### src/hdl/tcde_pkg.sv
`timescale 1ns / 1ps
// ----------------------------------------------------------------------------
// tcde_pkg
// Shared types, codes and glyph helpers for the text cell drawing engine.
// ----------------------------------------------------------------------------
package tcde_pkg;

    // signed working width for coordinates, ends and runs
    localparam int SW = 14;
    localparam int GW = 8;

    localparam logic [GW-1:0] SPACE_CODE = 8'h20;

    // configuration register indexes
    localparam logic [1:0] CFG_COLS    = 2'd0;
    localparam logic [1:0] CFG_ROWS    = 2'd1;
    localparam logic [1:0] CFG_OVERLAY = 2'd2;

    typedef enum logic [2:0] {
        K_CLEAR   = 3'd0,
        K_PUT     = 3'd1,
        K_HLINE   = 3'd2,
        K_VLINE   = 3'd3,
        K_OUTLINE = 3'd4,
        K_FILL    = 3'd5,
        K_READ    = 3'd6
    } t_kind;

    typedef logic signed [SW-1:0] t_sval;

    // one line segment before clipping
    typedef struct packed {
        logic  horiz;
        t_sval fixed;
        t_sval start;
        t_sval len;
    } t_seg;

    // clipped segment
    typedef struct packed {
        logic  has;
        logic  horiz;
        t_sval fixed;
        t_sval lo;
        t_sval run;
    } t_clip;

    // box pieces of an outline
    typedef struct packed {
        logic [GW-1:0] tl;
        logic [GW-1:0] tr;
        logic [GW-1:0] bl;
        logic [GW-1:0] br;
        logic [GW-1:0] hz;
        logic [GW-1:0] vt;
    } t_box;

    localparam logic [GW-1:0] G_SV_SH = 8'hC5;
    localparam logic [GW-1:0] G_V1    = 8'hB3;
    localparam logic [GW-1:0] G_H1    = 8'hC4;
    localparam logic [GW-1:0] G_DV_DH = 8'hCE;
    localparam logic [GW-1:0] G_V2    = 8'hBA;
    localparam logic [GW-1:0] G_H2    = 8'hCD;
    localparam logic [GW-1:0] G_DV_SH = 8'hD7;
    localparam logic [GW-1:0] G_SV_DH = 8'hD8;

    // merge a new glyph with the old one through the union pairs
    function automatic logic [GW-1:0] merge_glyph(input logic [GW-1:0] nw,
                                                  input logic [GW-1:0] old);
        logic [GW-1:0] res;
        res = nw;
        if ((nw == G_V1 && old == G_H1) || (nw == G_H1 && old == G_V1))
            res = G_SV_SH;
        else if ((nw == G_V2 && old == G_H2) || (nw == G_H2 && old == G_V2))
            res = G_DV_DH;
        else if ((nw == G_V2 && old == G_H1) || (nw == G_H1 && old == G_V2))
            res = G_DV_SH;
        else if ((nw == G_V1 && old == G_H2) || (nw == G_H2 && old == G_V1))
            res = G_SV_DH;
        return res;
    endfunction

    // expand a selector glyph into corners and edges
    function automatic t_box box_set(input logic [GW-1:0] g);
        t_box b;
        b = '{tl: g, tr: g, bl: g, br: g, hz: g, vt: g};
        case (g)
            G_SV_SH: b = '{tl: 8'hDA, tr: 8'hBF, bl: 8'hC0, br: 8'hD9,
                           hz: G_H1, vt: G_V1};
            G_DV_DH: b = '{tl: 8'hC9, tr: 8'hBB, bl: 8'hC8, br: 8'hBC,
                           hz: G_H2, vt: G_V2};
            G_SV_DH: b = '{tl: 8'hD5, tr: 8'hB8, bl: 8'hD4, br: 8'hBE,
                           hz: G_H2, vt: G_V1};
            G_DV_SH: b = '{tl: 8'hD6, tr: 8'hB7, bl: 8'hD3, br: 8'hBD,
                           hz: G_H1, vt: G_V2};
            default: b = '{tl: g, tr: g, bl: g, br: g, hz: g, vt: g};
        endcase
        return b;
    endfunction

endpackage

### src/hdl/tcde_seg_clip.sv
`timescale 1ns / 1ps
// ----------------------------------------------------------------------------
// tcde_seg_clip
// Clip one horizontal or vertical segment to the active grid.
// ----------------------------------------------------------------------------
module tcde_seg_clip (
    input  tcde_pkg::t_seg  i_seg,
    input  tcde_pkg::t_sval i_cols,
    input  tcde_pkg::t_sval i_rows,
    output tcde_pkg::t_clip o_clip
);
    tcde_pkg::t_sval lim_fixed;
    tcde_pkg::t_sval lim_run;
    tcde_pkg::t_sval lo;
    tcde_pkg::t_sval hi_raw;
    tcde_pkg::t_sval hi;
    logic            ok;

    // pick limits by direction, then bound both ends
    always_comb begin
        lim_fixed = i_seg.horiz ? i_rows : i_cols;
        lim_run   = i_seg.horiz ? i_cols : i_rows;
        ok        = (i_seg.len > 0) && (i_seg.fixed >= 0) && (i_seg.fixed < lim_fixed);
        lo        = (i_seg.start < 0) ? '0 : i_seg.start;
        hi_raw    = i_seg.start + i_seg.len;
        hi        = (hi_raw > lim_run) ? lim_run : hi_raw;
        o_clip.has   = ok && (hi > lo);
        o_clip.horiz = i_seg.horiz;
        o_clip.fixed = i_seg.fixed;
        o_clip.lo    = lo;
        o_clip.run   = hi - lo;
    end
endmodule

### config.mk
export PLATFORM = sky130hd
export DESIGN_NAME = tcde_seg_clip
export DESIGN_NICKNAME = d
export VERILOG_FILES = /design/src/hdl/tcde_pkg.sv /design/src/hdl/tcde_seg_clip.sv
export SDC_FILE = /design/constraint.sdc
export NUM_CORES = 1
export LEC_CHECK = 0
export BUFFER_PORTS_ARGS = -buffer_cell sky130_fd_sc_hd__buf_2
export CAP_MARGIN = 20
export CORE_ASPECT_RATIO = 0.7
export CORE_MARGIN = 2
export CORE_UTILIZATION = 25
export DETAILED_ROUTE_END_ITERATION = 6
export PLACE_DENSITY = 0.5
export SLEW_MARGIN = 20
export SYNTH_ARGS = -nofsm -noshare
export SYNTH_HDL_FRONTEND = slang
export SYNTH_SLANG_ARGS = --single-unit
### constraint.sdc
create_clock -name vclk -period 9.5
set_input_delay 1.425 -clock vclk [all_inputs]
set_output_delay 1.425 -clock vclk [all_outputs]
set_load 0.005 [all_outputs]
==> results of run 1 <==
## cells in the final DEF, fill, tap and decap left out, drive strengths merged, types with 3 or more instances in the layout
master | Yosys | routed
buf | 21 | 115
nor2b | 6 | 6
nand3 | 5 | 5
xor2 | 3 | 3
a31oi | 3 | 3
mux2 | 3 | 3
xnor2 | 18 | 18
o211ai | 3 | 3
nand4 | 7 | 7
a21oi | 24 | 24
nor2 | 16 | 16
ha | 53 | 53
nand2 | 17 | 17
inv | 22 | 22
nand2b | 15 | 15
a21o | 18 | 18
o21a | 12 | 12
a211oi | 5 | 5
o21ai | 18 | 18
nor4 | 4 | 4
mux2i | 28 | 28
nor3 | 4 | 4
o21bai | 3 | 3
## metal layers
layer / wire length (um) / global-route usage, % / part of all wire, %
met4: 27 / 0.5165 / 0.35
met5: 0 / 0 / 0
met2: 3307 / 23.38 / 43
met1: 3892 / 20.60 / 51
met3: 405 / 0.3272 / 5.3
## power by group through the flow
| stage | clock, W | combinational (W) | sequential, W |
|---|---|---|---|
| 2_1_floorplan | 0 | 0.000356 | 0 |
| 4_1_cts | 0 | 0.000515 | 0 |
| 5_1_grt | 0 | 0.000583 | 0 |
| 3_3_place_gp | 0 | 0.000509 | 0 |
| 3_5_place_dp | 0 | 0.000511 | 0 |
| 6_report | 0 | 0.000512 | 0 |
## synth_stat cells (all sizes together), types with 2 or more instances
cell	count
o21a	12
buf	21
o211ai	3
inv	22
xor2	3
nand2b	15
a211oi	5
nor2	16
o21ai	18
nand3	5
a31oi	3
nor3	4
o31a	2
nand4	7
mux2i	28
ha	53
nor4	4
o21bai	3
a31o	2
nand2	17
mux2	3
a21o	18
a21oi	24
xnor2	18
nor2b	6
fa	2
## kinds of logic (layout without fill, tap and decap cells)
logic type               Yosys count  count (layout)
AO/OA/AOI/OAI                     97              97
AND/OR/NAND/NOR                   77              77
adder cells (fa/ha/maj)           55              55
buffers and inverters             44             137
multiplexers                      31              31
XOR/XNOR                          21              21
other                              1               1
## metrics by stage
stage	hold WS, ps	cell area [um2]	instances	utilization, %
finish	3037	3079	547	31.80
global route	3047	3079	547	31.80
CTS	3041	3079	547	31.80
detailed placement	3040	3079	547	31.80
global placement	3034	3079	547	31.80
floorplan	2931	2491	326	-
## layout make-up
| type | instances | area, um2 | share of cell area [%] |
|---|---|---|---|
| inverters | 22 | 82.58 | 2.682 |
| multi-input cells | 282 | 2258 | 73.34 |
| well taps | 128 | 160.2 | 5.201 |
| repair buffers | 115 | 578.1 | 18.77 |
## how the worst min path moves through the flow
stage                  to  slack (ps)  cells past startpoint
2_1_floorplan  o_clip[28]        2930                      1
3_3_place_gp   o_clip[28]        3030                      2
3_5_place_dp   o_clip[37]        3040                      2
4_1_cts        o_clip[28]        3040                      2
5_1_grt        o_clip[28]        3050                      2
6_report       o_clip[28]        3040                      2
==> results.txt, run 1 <==
DRT Wirelength: 7633 um
first-pass GRT wire length: 12170 um
Leakage Power: 1.685 nW
Critical Path Source: i_seg[0]
post-route setup slack: 859.9 ps
top-area cell type share of the netlist area: 26.62%
Inserted Diodes: 0
Comb power frac: 100.0%
min-delay src: i_seg[28]
synth warn: 0
Area contributors post-synth: ha_1 (27%), mux2i_1 (11%), xnor2_1 (6.3%)
die area: 10790 um2
Reg power frac: 0%
I/O pins: 115
Storage cell area: 0 um2
CP required: 8080 ps
Slew HR: 56.78%
Simple-Gate Fraction of Synth Area: 15.72%
WL/cell: 13.95 um
Tmin final: 8640 ps
CP max FO: 27
vias per cell: 4.812
initial cell density of the core: 25.72%
CLK BUF: 0
maxcap violations: 0
Final setup viols: 0
hold_buf cts: 0
Post-Syn Area: 2491 um2
Yosys top cell by area: ha_1
cells after synthesis: 326
crit path capture: o_clip[43]
share of layout cells above drive strength 1: 28.88%
cell family with the largest share of critical-path delay: compound AO/OA/AOI/OAI gates
Seq/Total Area, Yosys: 0%
1st-iter DRT viols: 105
Net Sw Power: 0.0002752 W
Tot Pwr: 0.0005118 W
via count: 2632
initial antenna violation count: 0
XOR/XNOR share of the synthesized area: 7.383%
Max VDD drop: 0.00007187 V
fillcell total: 1090
core area: 9684 um2
CP cell instances: buf_2 > ha_1 > fa_1 > a211oi_1 > o21a_1 > o31ai_1 > a21o_1 > a21oi_1 > xnor2_1 > ha_1 > a2111oi_4 > o211ai_1 > o21ai_4 > mux2i_1 > ha_1 > nor2b_1 > o31a_1 > o31a_1 > o21ai_0 > o21ai_0 > o41ai_1 > a211oi_1 > buf_2
DRT Pass-1 Iters: 4
worst slack, placed: 912.1 ps
Syn Area/Cell: 7.642 um2
slowest cell delay on critical path: 570 ps
vias in the first global route: 2518
CP bufs+invs: 2
fmax: 0.1157 GHz
Rows: 30
Fin. Hold Viols: 0
final count of pins violating max slew: 0
data arrival time of the worst path: 7220 ps
Worst Setup End Kind: output pin
main combinational cell family by area after synthesis: adder cells
mux share of post-synthesis cell area: 12.61%
crit-path most repeated cell: ha_1
Die Y: 87.52 um
Mapped Nets: 452
internal power: 0.0002366 W
part of the power in the clock network: 0%
adder-cell share of the synthesized area: 28.23%
Setup TNS: 0 ps
Layout Nets: 547
Slew @ Worst Pin: 645.8 ps
drt drc: 0
RD Place Congestion: 0.8418
ANT nets after route: 0
# port buffers: 114
Period Utilization, post-route: 90.95%
post-CTS sizing: 0
post-synthesis compound-gate area fraction: 26.57%
sequential cell count: 0
hold crit path type: input port to output pin
WP depth: 23
Setup Fix Bufs, Post-CTS: 0
grt ovf: 0
Cell Pwr Density: 166.2 nW/um2
Horiz. Die Dim: 123.3 um
outcome: completed
Total GRT Usage: 13.83%
critical path class: input port to output pin
largest net degree at the start of global routing: 28
count of cell types in the netlist: 42
crit path launch type: input port
Switching Fraction: 53.78%
Area Growth Syn to Fin: 23.61%
RSZ-0062 raised after global routing: false
slowest CP cell: o21ai_4
dpl hpwl: 6871 um
Power figures use the tool's default switching activity.
==> run 2, diff against run 1 <==
--- a/config.mk
+++ b/config.mk
@@ -5,13 +5,15 @@
 export SDC_FILE = /design/constraint.sdc
 export NUM_CORES = 1
 export LEC_CHECK = 0
+export ABC_AREA = 1
 export BUFFER_PORTS_ARGS = -buffer_cell sky130_fd_sc_hd__buf_2
 export CAP_MARGIN = 20
 export CORE_ASPECT_RATIO = 0.7
 export CORE_MARGIN = 2
 export CORE_UTILIZATION = 25
 export DETAILED_ROUTE_END_ITERATION = 6
-export PLACE_DENSITY = 0.5
+export MAX_ROUTING_LAYER = met4
+export PLACE_DENSITY = 0.49
 export SLEW_MARGIN = 20
 export SYNTH_ARGS = -nofsm -noshare
 export SYNTH_HDL_FRONTEND = slang
==> run 2 against run 1 <==
Synthesized cell count up 48%. Highest routed layer unchanged. Global-route usage up 1.7 points. Hold slack worse by 4.3 ps. Core utilization down 0.84 points. First-iteration DRC count grew 96%. Critical path depth is 8 higher. Synthesized area is 12% higher.
==> results.txt, run 2 <==
outcome: completed
met2 usage: 23.78% (+0.40 points)
synth warn: 0 (unchanged)
Mapped Nets: 610 (+35%)
Setup Fix Bufs, Post-CTS: 0 (unchanged)
Layout Nets: 702 (+28%)
Reg power frac: 0% (unchanged)
internal power: 0.0002105 W (-11%)
Net Sw Power: 0.0003312 W (+20%)
worst slack, placed: 2019 ps (+1106 ps)
CLK BUF: 0 (unchanged)
Tmin final: 7548 ps (-1092 ps)
Max VDD drop: 0.0001529 V (+110%)
Horiz. Die Dim: 130.2 um (+5.6%)
initial antenna violation count: 0 (unchanged)
dpl hpwl: 8407 um (+22%)
sequential cell count: 0 (unchanged)
vias in the first global route: 3011 (+20%)
hold_buf cts: 0 (unchanged)
vias per cell: 4.358 (-9.4%)
Slew HR: 62.99% (+6.2 points)
Die Y: 92.37 um (+5.5%)
most common cell after layout, fill and taps aside: nand2_1
top-area cell type share of the netlist area: 23.78% (-2.8 points)
synth cell count leaders: nand2_1 (154), inv_1 (80), ha_1 (53), a21oi_1 (30), o21ai_0 (28)
Rows: 32 (+6.7%)
RD Place Congestion: 0.9018 (+7.1%)
crit path capture: o_clip[10]
share of layout cells above drive strength 1: 23.17% (-5.7 points)
slowest CP cell: fa_1
count of cell types in the netlist: 32 (-24%)
Switching Fraction: 61.14% (+7.4 points)
final count of pins violating max slew: 0 (unchanged)
cell family with the largest share of critical-path delay: simple AND/OR/NAND/NOR gates
Slew @ Worst Pin: 555.2 ps (-90.59 ps)
slowest cell delay on critical path: 450 ps (-120 ps)
cells after synthesis: 484 (+48%)
DRT Pass-1 Iters: 4 (unchanged)
Inserted Diodes: 0 (unchanged)
WL/cell: 12.58 um (-9.9%)
# port buffers: 114 (unchanged)
RSZ-0062 raised after global routing: false
grt ovf: 0 (unchanged)
DRT Wirelength: 9144 um (+20%)
global-route met1 utilization: 23.52% (+2.9 points)
via count: 3168 (+20%)
crit-path most repeated cell: nand2_1
Final setup viols: 0 (unchanged)
CP bufs+invs: 3 (+1)
CP required: 8080 ps (about the same)
Comb power frac: 100.0% (about the same)
post-route setup slack: 1952 ps (+1092 ps)
fillcell total: 1239 (+14%)
core area: 10930 um2 (+13%)
Area Growth Syn to Fin: 21.31%
critical path class: input port to output pin
Syn Area/Cell: 5.762 um2 (-25%)
data arrival time of the worst path: 6120 ps (-1100 ps)
placed cells: 727 (+33%)
initial cell density of the core: 25.52% (-0.21 points)
most frequent cells in the layout: nand2_1 (154), buf_2 (114), inv_1 (80)
Critical Path Source: i_seg[0]
Worst Setup End Kind: output pin
I/O pins: 115 (unchanged)
fmax: 0.1325 GHz (+14%)
drt drc: 0 (unchanged)
Total GRT Usage: 15.50% (+1.7 points)
Seq/Total Area, Yosys: 0% (unchanged)
Storage cell area: 0 um2 (unchanged)
maxcap violations: 0 (unchanged)
Yosys top cell by area: ha_1
GRT busiest layer: met2
1st-iter DRT viols: 206 (+96%)
Fin. Hold Viols: 0 (unchanged)
met3 Use GR: 0.5777% (+0.25 points)
hold crit path type: input port to output pin
first-pass GRT wire length: 14670 um (+21%)
die area: 12030 um2 (+11%)
WP depth: 31 (+35%)
Setup TNS: 0 ps (unchanged)
part of the power in the clock network: 0% (unchanged)
Period Utilization, post-route: 79.45% (-11 points)
Leakage Power: 2.075 nW (+23%)
crit path launch type: input port
post-CTS sizing: 0 (unchanged)
ANT nets after route: 0 (unchanged)
largest net degree at the start of global routing: 32 (+14%)
Area contributors post-synth: ha_1 (24%), nand2_1 (21%), inv_1 (11%)
CP max FO: 28 (+3.7%)
Post-Syn Area: 2789 um2 (+12%)
final cell count without fillers: 727 (+33%)
Cell Pwr Density: 160.1 nW/um2 (-3.7%)
dominant cell by count in the synthesized netlist: nand2_1
run 2: changes by cell type after synthesis, sizes merged, moves of 7 or more:
cell | before | now
o21a | 12 | 2
inv | 22 | 80
o21ai | 18 | 40
a21o | 18 | 0
nand2b | 15 | 0
nor2 | 16 | 23
xor2 | 3 | 16
nand3 | 5 | 20
xnor2 | 18 | 6
mux2i | 28 | 7
nand2 | 17 | 158
run 2: cells by family after synthesis:
logic type | share of synthesized area (%)
simple gates | 32.21
buf+inv | 16.78
compound gates | 16.24
fa+ha+maj | 25.21
xor+xnor | 6.909
mux | 2.512
other cells | 0.1345
run 2: worst min-delay path by stage:
stage | from | endpoint | slack [ps] | cells past startpoint
global route | i_seg[28] | o_clip[28] | 3050 | 2
finish | i_seg[28] | o_clip[28] | 3030 | 2
global placement | i_seg[28] | o_clip[28] | 3030 | 2
floorplan | i_seg[27] | o_clip[14] | 2890 | 1
CTS | i_seg[28] | o_clip[28] | 3030 | 2
detailed placement | i_seg[28] | o_clip[28] | 3030 | 2
run 2: stage by stage:
step | cell area (um2) | total power [W] | hold WS, ps | utilization, %
after floorplan | 2789 | 0.0003637 | 2891 | -
after global placement | 3383 | 0.0005433 | 3034 | 30.95
after detailed placement | 3383 | 0.0005412 | 3033 | 30.95
after CTS | 3383 | 0.0005447 | 3034 | 30.95
after global routing | 3383 | 0.0006184 | 3046 | 30.95
final | 3383 | 0.0005417 | 3033 | 30.95
run 2: power groups by stage:
stage               clock [W]  combinational [W]  sequential, W
global route                0           0.000618              0
global placement            0           0.000543              0
finish                      0           0.000542              0
floorplan                   0           0.000364              0
CTS                         0           0.000545              0
detailed placement          0           0.000541              0
run 2: area by class of cell:
type | instances | area [um2] | area share [%]
well taps | 153 | 191.4 | 5.658
multi-input cells | 380 | 2321 | 68.60
inverters | 80 | 300.3 | 8.876
repair buffers | 114 | 570.5 | 16.86
run 2: layer usage:
layer | vias to the layer above | wire length (um)
met5 | - | 0
met4 | 0 | 47
met3 | 4 | 476
met2 | 82 | 3790
met1 | 1356 | 4830
li1 | 1726 | -
